File: config.mk
export PLATFORM = sky130hd
export DESIGN_NAME = ensemble_rank_histogram
export DESIGN_NICKNAME = d
export VERILOG_FILES = /design/src/hdl/erh_pkg.sv /design/src/hdl/ensemble_rank_histogram.sv
export SDC_FILE = /design/constraint.sdc
export NUM_CORES = 2
export LEC_CHECK = 0
export ABC_AREA = 0
export BUFFER_PORTS_ARGS = -buffer_cell sky130_fd_sc_hd__buf_2
export CORE_MARGIN = 2
export CORE_UTILIZATION = 40
export CTS_CLUSTER_DIAMETER = 80
export DETAILED_ROUTE_END_ITERATION = 7
export GPL_ROUTABILITY_DRIVEN = 0
export PLACE_DENSITY = 0.58
export SYNTH_ARGS = -nofsm -noshare
export SYNTH_HDL_FRONTEND = slang
export SYNTH_SLANG_ARGS = --single-unit
File: constraint.sdc
create_clock -name clock -period 16.6 [get_ports clock]
set_input_delay 0.83 -clock clock [delete_from_list [all_inputs] [get_ports clock]]
set_output_delay 0.83 -clock clock [all_outputs]
set_load 0.1 [all_outputs]
File: src/hdl/erh_pkg.sv
// ----------------------------------------------------------------------------
// erh_pkg
// Widths, operation codes and result kinds of the ensemble rank histogram.
// ----------------------------------------------------------------------------
package erh_pkg;

   localparam int MAX_MEMBERS = 64;
   localparam int NBINS       = MAX_MEMBERS + 1;
   localparam int VALUE_W     = 32;
   localparam int COUNT_W     = 32;
   localparam int CNT_W       = 7;
   localparam int BIN_W       = 7;
   localparam int RAND_W      = 16;
   localparam int OP_W        = 2;
   localparam int CSR_ADDR_W  = 3;
   localparam int CSR_DATA_W  = 32;

   // Operation codes of a request.
   localparam logic [OP_W-1:0] OP_SAMPLE = 2'd0;
   localparam logic [OP_W-1:0] OP_READ   = 2'd1;
   localparam logic [OP_W-1:0] OP_CLEAR  = 2'd2;
   localparam logic [OP_W-1:0] OP_NONE   = 2'd3;

   // Result kinds.
   localparam logic KIND_RANK = 1'b0;
   localparam logic KIND_READ = 1'b1;

   // Register index of ensemble_size (address bit 2 selects the register).
   localparam logic REG_ENSEMBLE_SIZE = 1'b0;

   localparam logic [CNT_W-1:0]   CNT_MAX   = {CNT_W{1'b1}};
   localparam logic [COUNT_W-1:0] BIN_MAX   = {COUNT_W{1'b1}};
   localparam logic [BIN_W-1:0]   LAST_BIN  = BIN_W'(NBINS - 1);
   localparam logic [CNT_W-1:0]   MEMBERS_LIMIT = CNT_W'(MAX_MEMBERS);

   function automatic logic [CNT_W-1:0] sat_inc(input logic [CNT_W-1:0] c);
      return (c == CNT_MAX) ? c : c + 1'b1;
   endfunction

endpackage

File: src/hdl/ensemble_rank_histogram.sv
// Pipeline: a request accepted into stage 1 moves to stage 2, then to the response registers.
// Throughput: one request per cycle unless a stalled response holds the pipeline; the
// histogram RAM is read one stage ahead of the write-back, and a write at the same edge
// as a read of the same bin is forwarded.
// Reset (synchronous): counters zero, ensemble_size one, all bins read as zero at once
// through per-bin valid flags; a clear request empties the histogram the same way.
// ----------------------------------------------------------------------------
// ensemble_rank_histogram
// Counts members below and tied with the observation, forms the rank on the
// last member and accumulates it in a 65-bin saturating histogram kept in RAM.
// ----------------------------------------------------------------------------
module ensemble_rank_histogram (
   input  logic                                  clock,
   input  logic                                  reset,
   // Request channel
   input  logic                                  req_valid,
   output logic                                  req_ready,
   input  logic [erh_pkg::OP_W-1:0]              req_operation,
   input  logic signed [erh_pkg::VALUE_W-1:0]    req_observation,
   input  logic signed [erh_pkg::VALUE_W-1:0]    req_member_value,
   input  logic                                  req_member_valid,
   input  logic                                  req_last_member,
   input  logic [erh_pkg::RAND_W-1:0]            req_tie_random,
   input  logic [erh_pkg::BIN_W-1:0]             req_bin_index,
   // Response channel
   output logic                                  rsp_valid,
   input  logic                                  rsp_ready,
   output logic                                  rsp_result_kind,
   output logic [erh_pkg::BIN_W-1:0]             rsp_rank,
   output logic                                  rsp_rank_valid,
   output logic [erh_pkg::CNT_W-1:0]             rsp_valid_members,
   output logic [erh_pkg::COUNT_W-1:0]           rsp_bin_count,
   // Register port
   input  logic                                  csr_psel,
   input  logic                                  csr_penable,
   input  logic                                  csr_pwrite,
   input  logic [erh_pkg::CSR_ADDR_W-1:0]        csr_paddr,
   input  logic [erh_pkg::CSR_DATA_W-1:0]        csr_pwdata,
   output logic [erh_pkg::CSR_DATA_W-1:0]        csr_prdata,
   output logic                                  csr_pready
);

   // ---------------- register port ----------------
   logic [erh_pkg::CNT_W-1:0] ens_size_ff, ens_size_in;
   logic                      csr_sel_size;

   assign csr_pready   = 1'b1;
   assign csr_sel_size = (csr_paddr[2] == erh_pkg::REG_ENSEMBLE_SIZE);

   always_comb begin
      ens_size_in = ens_size_ff;
      if (csr_psel && csr_penable && csr_pwrite && csr_sel_size) begin
         ens_size_in = csr_pwdata[erh_pkg::CNT_W-1:0];
      end
   end

   assign csr_prdata = csr_sel_size ?
      {{(erh_pkg::CSR_DATA_W-erh_pkg::CNT_W){1'b0}}, ens_size_ff} : '0;

   // ---------------- pipeline control ----------------
   logic s1_valid_ff, s1_valid_in;
   logic s2_valid_ff, s2_valid_in;
   logic out_valid_ff, out_valid_in;
   logic s1_go, s2_go, req_fire, out_load;
   logic s2_has_rsp_ff;

   assign s2_go     = s2_valid_ff && (!s2_has_rsp_ff || !out_valid_ff || rsp_ready);
   assign s1_go     = s1_valid_ff && (!s2_valid_ff || s2_go);
   assign req_ready = !s1_valid_ff || s1_go;
   assign req_fire  = req_valid && req_ready;
   assign out_load  = s2_go && s2_has_rsp_ff;

   assign s1_valid_in  = req_fire || (s1_valid_ff && !s1_go);
   assign s2_valid_in  = s1_go || (s2_valid_ff && !s2_go);
   assign out_valid_in = out_load || (out_valid_ff && !rsp_ready);

   // ---------------- stage 0: member counters ----------------
   logic [erh_pkg::CNT_W-1:0] below_ff, below_in, tie_ff, tie_in, vcnt_ff, vcnt_in;
   logic [erh_pkg::CNT_W-1:0] below_nx, tie_nx, vcnt_nx;
   logic                      is_sample;

   assign is_sample = (req_operation == erh_pkg::OP_SAMPLE);

   always_comb begin
      below_nx = below_ff;
      tie_nx   = tie_ff;
      vcnt_nx  = vcnt_ff;
      if (req_member_valid) begin
         vcnt_nx = erh_pkg::sat_inc(vcnt_ff);
         if (req_member_value == req_observation) begin
            tie_nx = erh_pkg::sat_inc(tie_ff);
         end else if (req_member_value < req_observation) begin
            below_nx = erh_pkg::sat_inc(below_ff);
         end
      end
   end

   always_comb begin
      below_in = below_ff;
      tie_in   = tie_ff;
      vcnt_in  = vcnt_ff;
      if (req_fire && is_sample) begin
         if (req_last_member) begin
            below_in = '0;
            tie_in   = '0;
            vcnt_in  = '0;
         end else begin
            below_in = below_nx;
            tie_in   = tie_nx;
            vcnt_in  = vcnt_nx;
         end
      end
   end

   // ---------------- stage 1: rank and RAM read ----------------
   logic [erh_pkg::OP_W-1:0]   s1_op_ff;
   logic                       s1_last_ff;
   logic [erh_pkg::CNT_W-1:0]  s1_below_ff, s1_tie_ff, s1_vcnt_ff;
   logic [erh_pkg::RAND_W-1:0] s1_rand_ff;
   logic [erh_pkg::BIN_W-1:0]  s1_bin_ff;

   logic [erh_pkg::RAND_W+erh_pkg::CNT_W:0] s1_prod;
   logic [erh_pkg::CNT_W:0]                 s1_rank_m1, s1_rank;
   logic                                    s1_ok, s1_bin_in_range;
   logic                                    s1_has_rsp, s1_wr, s1_clear, s1_kind;
   logic [erh_pkg::BIN_W-1:0]               s1_addr;

   assign s1_prod = s1_rand_ff * ({1'b0, s1_tie_ff} + 1'b1);
   assign s1_rank_m1 = {1'b0, s1_below_ff} +
      s1_prod[erh_pkg::RAND_W +: (erh_pkg::CNT_W+1)];
   assign s1_rank = s1_rank_m1 + 1'b1;
   assign s1_ok = (s1_vcnt_ff == ens_size_ff) && (s1_vcnt_ff <= erh_pkg::MEMBERS_LIMIT);
   assign s1_bin_in_range = (s1_bin_ff <= erh_pkg::LAST_BIN);

   always_comb begin
      s1_has_rsp = 1'b0;
      s1_wr      = 1'b0;
      s1_clear   = 1'b0;
      s1_kind    = erh_pkg::KIND_RANK;
      s1_addr    = '0;
      unique case (s1_op_ff)
         erh_pkg::OP_SAMPLE: begin
            s1_has_rsp = s1_last_ff;
            s1_wr      = s1_last_ff && s1_ok;
            // Out of range only when no rank is formed; the address is unused then.
            s1_addr    = s1_ok ? s1_rank_m1[erh_pkg::BIN_W-1:0] : '0;
         end
         erh_pkg::OP_READ: begin
            s1_has_rsp = 1'b1;
            s1_kind    = erh_pkg::KIND_READ;
            s1_addr    = s1_bin_in_range ? s1_bin_ff : '0;
         end
         erh_pkg::OP_CLEAR: begin
            s1_clear = 1'b1;
         end
         default: begin
         end
      endcase
   end

   // ---------------- histogram RAM ----------------
   logic [erh_pkg::COUNT_W-1:0] hist_mem_ff [erh_pkg::NBINS];
   logic [erh_pkg::COUNT_W-1:0] rd_data_ff;
   logic [erh_pkg::NBINS-1:0]   bin_valid_ff, bin_valid_in;

   // ---------------- stage 2: modify and write back ----------------
   logic                        s2_wr_ff, s2_clear_ff, s2_kind_ff, s2_in_range_ff;
   logic [erh_pkg::BIN_W-1:0]   s2_addr_ff;
   logic [erh_pkg::BIN_W-1:0]   s2_rank_ff;
   logic [erh_pkg::CNT_W-1:0]   s2_vcnt_ff;
   logic                        fwd_hit_ff;
   logic [erh_pkg::COUNT_W-1:0] fwd_data_ff;
   logic [erh_pkg::COUNT_W-1:0] s2_cur, s2_new, s2_count;
   logic                        s2_write;

   assign s2_write = s2_go && s2_wr_ff;

   always_comb begin
      if (!bin_valid_ff[s2_addr_ff]) begin
         s2_cur = '0;
      end else if (fwd_hit_ff) begin
         s2_cur = fwd_data_ff;
      end else begin
         s2_cur = rd_data_ff;
      end
   end

   assign s2_new = (s2_cur == erh_pkg::BIN_MAX) ? s2_cur : s2_cur + 1'b1;

   always_comb begin
      priority if (s2_wr_ff) begin
         s2_count = s2_new;
      end else if (s2_kind_ff == erh_pkg::KIND_READ && s2_in_range_ff) begin
         s2_count = s2_cur;
      end else begin
         s2_count = '0;
      end
   end

   always_comb begin
      bin_valid_in = bin_valid_ff;
      if (s2_go && s2_clear_ff) begin
         bin_valid_in = '0;
      end else if (s2_write) begin
         bin_valid_in[s2_addr_ff] = 1'b1;
      end
   end

   always_ff @(posedge clock) begin
      if (s2_write) begin
         hist_mem_ff[s2_addr_ff] <= s2_new;
      end
      if (s1_go) begin
         rd_data_ff <= hist_mem_ff[s1_addr];
      end
   end

   // ---------------- control registers ----------------
   always_ff @(posedge clock) begin
      if (reset) begin
         ens_size_ff  <= erh_pkg::CNT_W'(1);
         below_ff     <= '0;
         tie_ff       <= '0;
         vcnt_ff      <= '0;
         s1_valid_ff  <= 1'b0;
         s2_valid_ff  <= 1'b0;
         out_valid_ff <= 1'b0;
         bin_valid_ff <= '0;
      end else begin
         ens_size_ff  <= ens_size_in;
         below_ff     <= below_in;
         tie_ff       <= tie_in;
         vcnt_ff      <= vcnt_in;
         s1_valid_ff  <= s1_valid_in;
         s2_valid_ff  <= s2_valid_in;
         out_valid_ff <= out_valid_in;
         bin_valid_ff <= bin_valid_in;
      end
   end

   // ---------------- payload registers ----------------
   always_ff @(posedge clock) begin
      if (req_fire) begin
         s1_op_ff    <= req_operation;
         s1_last_ff  <= req_last_member;
         s1_below_ff <= below_nx;
         s1_tie_ff   <= tie_nx;
         s1_vcnt_ff  <= vcnt_nx;
         s1_rand_ff  <= req_tie_random;
         s1_bin_ff   <= req_bin_index;
      end
      if (s1_go) begin
         s2_has_rsp_ff  <= s1_has_rsp;
         s2_wr_ff       <= s1_wr;
         s2_clear_ff    <= s1_clear;
         s2_kind_ff     <= s1_kind;
         s2_in_range_ff <= s1_bin_in_range;
         s2_addr_ff     <= s1_addr;
         s2_rank_ff     <= s1_wr ? s1_rank[erh_pkg::BIN_W-1:0] : '0;
         s2_vcnt_ff     <= (s1_kind == erh_pkg::KIND_READ) ? '0 : s1_vcnt_ff;
         // The write leaving stage 2 at this edge is missed by the RAM read.
         fwd_hit_ff     <= s2_write && (s2_addr_ff == s1_addr);
         fwd_data_ff    <= s2_new;
      end
      if (out_load) begin
         rsp_result_kind   <= s2_kind_ff;
         rsp_rank          <= s2_rank_ff;
         rsp_rank_valid    <= s2_wr_ff;
         rsp_valid_members <= s2_vcnt_ff;
         rsp_bin_count     <= s2_count;
      end
   end

   assign rsp_valid = out_valid_ff;

endmodule

## Word level (Yosys, flattened, before mapping)

Memory sizes are Yosys's and may differ from the RTL's. A register that Yosys moved wholly into a read port is not among the register bits.
Cells that the tools add are included.

| cells by class | value |
|---|---|
| add/sub/neg operators | 7 |
| multipliers | 1 |
| magnitude comparators | 5 |
| equality and inequality tests | 9 |
| multiplexer cells | 31 |
| bitwise logic cells | 2 |
| reduce and logical (&&, ||, !) cells | 35 |

Operator list:

| operator | count |
|---|---|
| 2-to-1 mux 32 bit | 5 |
| 2-to-1 mux 7 bit | 15 |
| OR 65 bit | 1 |
| adder 32 x 1 -> 32 bit (second input constant) | 1 |
| == test 32 bit | 1 |
| == test 32 bit (second input constant) | 1 |
| less-than comparator 32 bit | 1 |
| adder 7 x 1 -> 7 bit (second input constant) | 4 |
| multiplier 16 x 8 -> 23 bit | 1 |
| == test 7 bit (second input constant) | 3 |
| logical AND 1 bit | 18 |
| == test 7 bit | 2 |
| <= comparator 7 bit (second input constant) | 2 |
| one-hot mux 7 bit (2 select lines) | 1 |
| adder 7 x 1 -> 8 bit (second input constant) | 1 |
| less-than comparator 7 x 8 -> 1 bit (second input constant) | 1 |
| adder 7 bit | 1 |
| binary-select mux 1 bit (select 7 bit) | 1 |
| demux 1 bit (select 7 bit) | 1 |
| >= comparator 7 x 1 -> 1 bit (second input constant) | 1 |
| zero test 1 bit | 7 |
| logical OR 1 bit | 7 |
| 2-to-1 mux 1 bit | 7 |
| zero test 2 bit | 2 |
| other kinds (5) | 5 |

| word-level totals | value |
|---|---|
| bits in registers | 250 |
| bits in writable memories | 2080 |
| bits of input ports | 133 |
| output and inout port bits | 83 |
| logic and storage cells | 121 |
| memories kept | 1 |

Memories:

| memory | depth | width | rd ports | clocked after Yosys merged registers in | wr ports | line | text |
|---|---|---|---|---|---|---|---|
| hist_mem_ff | 65 | 32 | 1 | 1 | 1 | ensemble_rank_histogram.sv:162 | `logic [erh_pkg::COUNT_W-1:0] hist_mem_ff [erh_pkg::NBINS];` |

## Longest topological paths before layout

| depth | value |
|---|---|
| depth in word-level cells | 9 |
| gate-level depth with buffers | 36 |
| gate-level depth less buffers | 32 |

## Worst setup path after synthesis

No wires, ideal clock.

| timing path | value |
|---|---|
| kind | flip-flop to flip-flop |
| start point | register s1_tie_ff[0] (netlist bit) |
| end point | register rd_data_ff[29] (netlist bit) (read register of hist_mem_ff) (data pin) |
| library setup time | 0.188 ns |
| arrival time | 7.863 ns |
| required time | 16.412 ns |
| slack | 8.549 ns |
| stages on the path, launching flop included | 31 |
| buffers on the path | 2 |
| clock period less this slack | 8.051 ns |
| cell sequence | edfxtp_1 ha_1 nand3_1 xor2_1 clkbuf_1 nand2b_1 fa_1 fa_1 inv_1 fa_1 fa_1 ha_1 a21o_1 a221o_1 a41o_1 a21oi_1 a211o_1 inv_1 a21oi_1 o21bai_1 xor2_1 ha_1 nor3b_1 a221o_1 a211oi_1 o21ai_1 nand2_1 clkbuf_1 a211oi_1 or4_1 o41ai_1 |

| on the way | value |
|---|---|
| word-level cells in the longest chain between the ends | 5 |

Ends and longest elaborated chain:

| element | line | text |
|---|---|---|
| start: declaration | ensemble_rank_histogram.sv:118 | `logic [erh_pkg::CNT_W-1:0] s1_below_ff, s1_tie_ff, s1_vcnt_ff;` |
| start signal: assignment | ensemble_rank_histogram.sv:247 | `s1_tie_ff <= tie_nx;` |
| adder 7 x 1 -> 8 bit | ensemble_rank_histogram.sv:128 | `assign s1_prod = s1_rand_ff * ({1'b0, s1_tie_ff} + 1'b1);` |
| multiplier 16 x 8 -> 23 bit | ensemble_rank_histogram.sv:128 |  |
| adder 7 bit | ensemble_rank_histogram.sv:129 | `assign s1_rank_m1 = {1'b0, s1_below_ff} +` |
| 2-to-1 mux 7 bit | ensemble_rank_histogram.sv:146 | `s1_addr = s1_ok ? s1_rank_m1[erh_pkg::BIN_W-1:0] : '0;` |
| one-hot mux 7 bit (2 select lines) | ensemble_rank_histogram.sv:141 | `unique case (s1_op_ff)` |
| named net s1_addr, one bit | ensemble_rank_histogram.sv:126 | `logic [erh_pkg::BIN_W-1:0] s1_addr;` |
| end: declaration | ensemble_rank_histogram.sv:163 | `logic [erh_pkg::COUNT_W-1:0] rd_data_ff;` |

The timed path passes the listed nets, and every way through them passes these cells.
A chain may end at the register's enable or synchronous reset.

## Worst setup path in the final report

| timing path | value |
|---|---|
| start point | register s1_tie_ff[0] (netlist bit) |
| end point | register rd_data_ff[4] (netlist bit) (read register of hist_mem_ff) (data pin) |

| on the way | value |
|---|---|
| word-level cells in the longest chain between the ends | 5 |

Ends and longest elaborated chain:

| element | line |
|---|---|
| adder 7 x 1 -> 8 bit | ensemble_rank_histogram.sv:128 |
| multiplier 16 x 8 -> 23 bit | ensemble_rank_histogram.sv:128 |
| adder 7 bit | ensemble_rank_histogram.sv:129 |
| 2-to-1 mux 7 bit | ensemble_rank_histogram.sv:146 |
| one-hot mux 7 bit (2 select lines) | ensemble_rank_histogram.sv:141 |

Every way passes these cells.

==> key figures <==
Status
  – Status: finished clean

Global route
  – Pin count of the biggest net entering global routing: 177
  – Total GRT Usage: 21.92%
  – Grt ovf: 0
  – Vias in the first global route: 59480
  – Global-route wire length before repair: 405.3 mm
  – Initial antenna violation count: 16

Yosys
  – Cell count after synthesis: 7385
  – Leading area contributor after synthesis: edfxtp_1
  – Post-synth EDFFs: 2266
  – Distinct cell type count after synthesis: 84
  – Netlist Area Pre-Place: 98660 um2
  – Sequential share of the synthesized area: 70.92%
  – Top cells by area, synth: edfxtp_1 (69%), nand2_1 (7.3%), nand3_1 (2.9%)
  – Synth Flop Type: edfxtp_1
  – Ys Warns: 0
  – Post-synthesis async set-or-reset flop share: 0%
  – Share of the synthesized area in the top cell type: 68.97%
  – Syn_area_per_cell: 13.36 um2
  – Yosys reg bits: 2362

Drt
  – Routed Antenna Nets: 0
  – Wl on met1: 118.3 mm
  – Routed len/inst: 25.61 um
  – DRC: 0
  – Met3 wire len: 23.64 mm
  – Initial DRC count: 7025
  – Drt total wl: 279.9 mm
  – Via density: 5.659
  – Iteration count of the initial detailed-routing pass: 6
  – Top sig layer: met4
  – Met2 wire len: 127.5 mm
  – Vias: 61860

Clock tree
  – Htree depth: 4
  – Max Buffers Root-to-Sink: 3
  – CTS tree: yes
  – CTS sink count: 2362
  – Setup Fix Bufs, Post-CTS: 0
  – # hold bufs at CTS: 0
  – Total CTS buffers: 230
  – CTS root buffer: clkbuf_16
  – Clock Pin Slew Worst Setup and Hold Paths: 60 ps
  – Clock Latency Late Sink: 890 ps
  – Post_cts resized: 0

Setup path
  – Flop2flop setup slack: 4820 ps
  – Worst Reg-to-Reg Cells: 25
  – FF-to-FF End: rd_data_ff[4]
  – FF-to-FF Start: s1_tie_ff[0]
  – Arr. time, crit path: 12460 ps
  – Worst Path Required: 17280 ps
  – Critical path capture point type: flip-flop
  – Crit path launch type: flip-flop
  – CP Max Fanout: 171
  – Crit Path Category: flip-flop to flip-flop

Cells and area
  – Layout cells sized above 1: 11.58%
  – Area occupied by multi-input gates: 27080 um2
  – Final core occ: 45.37%
  – Syn-to-layout area delta: 12.88%
  – Filler Cell Count: 21610
  – Nets: 7806
  – Storage cell area: 69970 um2

Power and ir drop
  – IR drop worst, VDD: 0.1199 mV
  – Leakage power: 0.03921 uW
  – Power Dens Cells: 119.0 nW/um2

Run
  – Max-Cap Viols: 0

Worst hold path
  – Worst hold endpoint: s1_rand_ff[9]
  – Min-delay worst type: input port to flip-flop
  – Hold path depth: 1
  – Hold path startpoint: req_tie_random[9]

Timing
  – Clock Skews: 59.38 ps
  – Final Critical Period: 11780 ps
  – RSZ-0062 raised after global routing: no
  – Max-slew violation count: 0
  – Tcrit/Tclk final: 70.94%
  – Final Hold Vio Count: 0
  – Relative slew slack: 23.64%
  – Worst-margin pin slew: 1145 ps
  – Final setup TNS: 0 ps
  – Fmax: 0.08492 GHz
  – Setup-failing EPs final: 0

Floorplanning
  – Rows: 182
  – Core area: 245500 um2
  – Die Area: 250600 um2
  – DIE HEIGHT: 500.6 um
  – Die X: 500.6 um
  – Initial Util: 40.19%
  – Top-Level Pins: 216

Placed design
  – Final HPWL DP: 146.9 mm
  – PortBufs: 162
==> worst max path at each step <==
stage | slack, ps | from | to | cells past startpoint
floorplan | 8550 | s1_tie_ff[0] | rd_data_ff[29] | 30
global placement | 4890 | s1_tie_ff[0] | rd_data_ff[4] | 25
detailed placement | 4820 | s1_tie_ff[0] | rd_data_ff[4] | 25
CTS | 4810 | s1_tie_ff[0] | rd_data_ff[4] | 25
global route | 4400 | s1_tie_ff[0] | rd_data_ff[4] | 25
finish | 4820 | s1_tie_ff[0] | rd_data_ff[4] | 25
==> synthesized netlist by cell type, types with 44 or more instances <==
library cell,instances
nand2_1,1931
a21oi_1,135
nor2b_1,50
and3_1,180
dfxtp_1,96
fa_1,83
buf_2,92
buf_1,44
nor2_1,179
ha_1,83
nand3_1,580
a31oi_1,201
edfxtp_1,2266
inv_1,136
o21a_1,80
a311oi_1,73
and2_1,61
mux2i_1,185
clkbuf_1,277
==> per-stage QoR <==
step	std cells	hold slack, ps	power, uW	area, um2	setup slack [ps]
after floorplan	7409	400.3	7671	98750	8549
after global placement	10500	401.2	8107	103800	4891
after detailed placement	10500	404.5	8125	103800	4820
after CTS	10920	57.02	13340	111300	4810
after global routing	10930	92.27	13690	111400	4397
final	10930	122.1	13260	111400	4824
==> critical path: stages, from the launching register on <==
cell and delay (ps):
edfxtp_1 770, ha_1 300, nand3_1 170, xor2_2 760, nand2b_1 220, fa_1 440, fa_1 550, inv_1 50
fa_1 510, fa_1 420, ha_1 300, a21o_1 180, a221o_1 310, a41o_1 260, a211oi_1 510, ha_1 310
inv_1 70, fa_1 500, o21a_4 440, inv_16 540, buf_4 950, mux2i_1 160, mux4_2 490, a221oi_1 940
o221ai_1 790, o41ai_2 470
==> sequential cells by signal (all words and copies together) (netlist names), 2 cells and up <==
register           cells
hist_mem_ff         2080
rsp_rank               7
ens_size_ff            7
fwd_data_ff           32
s1_below_ff            7
bin_valid_ff          65
rd_data_ff            32
s2_addr_ff             7
s1_op_ff               2
rsp_bin_count         32
below_ff               7
s1_tie_ff              7
s1_bin_ff              7
tie_ff                 7
s1_rand_ff            16
s1_vcnt_ff             7
s2_rank_ff             7
s2_vcnt_ff             7
vcnt_ff                7
rsp_valid_members      7
==> routing by layer <==
metal  track usage (%)  up-vias
li1                  -    27330
met2             34.65     2612
met1             30.60    31450
met5                 0        -
met3             3.460      471
met4             8.123        0
==> layout by cell type (no fill, tap or decap), drive strengths merged, types with 61 or more instances in the layout <==
master	instances
mux2i	185
ha	83
buf	325
o21a	80
a21oi	135
a311oi	73
and2	61
a31oi	201
inv	146
edfxtp	2266
clkinv	105
nor2	179
fa	83
and3	180
nand3	580
nand2	1931
clkbuf	289
dfxtp	96
==> power breakdown <==
part / switching, uW / internal, uW
logic: 952 / 479
clock network: 2280 / 2980
registers: 28.6 / 6540
total: 3260 / 10000
==> layout make-up <==
class / instances / area share, %
timing repair buffer: 325 / 1.917
multi-input combinational: 4449 / 24.32
inverter: 139 / 0.4944
tap: 3220 / 3.618
sequential: 2362 / 62.83
antenna: 6 / 0.01348
clock inverter: 140 / 1.393
clock buffer: 289 / 5.422
==> cells by family (layout without fill, tap and decap cells) <==
kind of cell / count (synthesis) / in the layout / share of synthesized area, %
adder cells (fa/ha/maj): 166 / 166 / 2.737
other: 2 / 32 / 0.007612
AND/OR/NAND/NOR: 3142 / 3142 / 13.91
AO/OA/AOI/OAI: 805 / 805 / 6.264
flip-flops: 2362 / 2362 / 70.92
buffers and inverters: 598 / 893 / 2.632
XOR/XNOR: 80 / 80 / 0.7102
multiplexers: 230 / 230 / 2.824
Note: power is estimated with default switching activity, not from simulation.
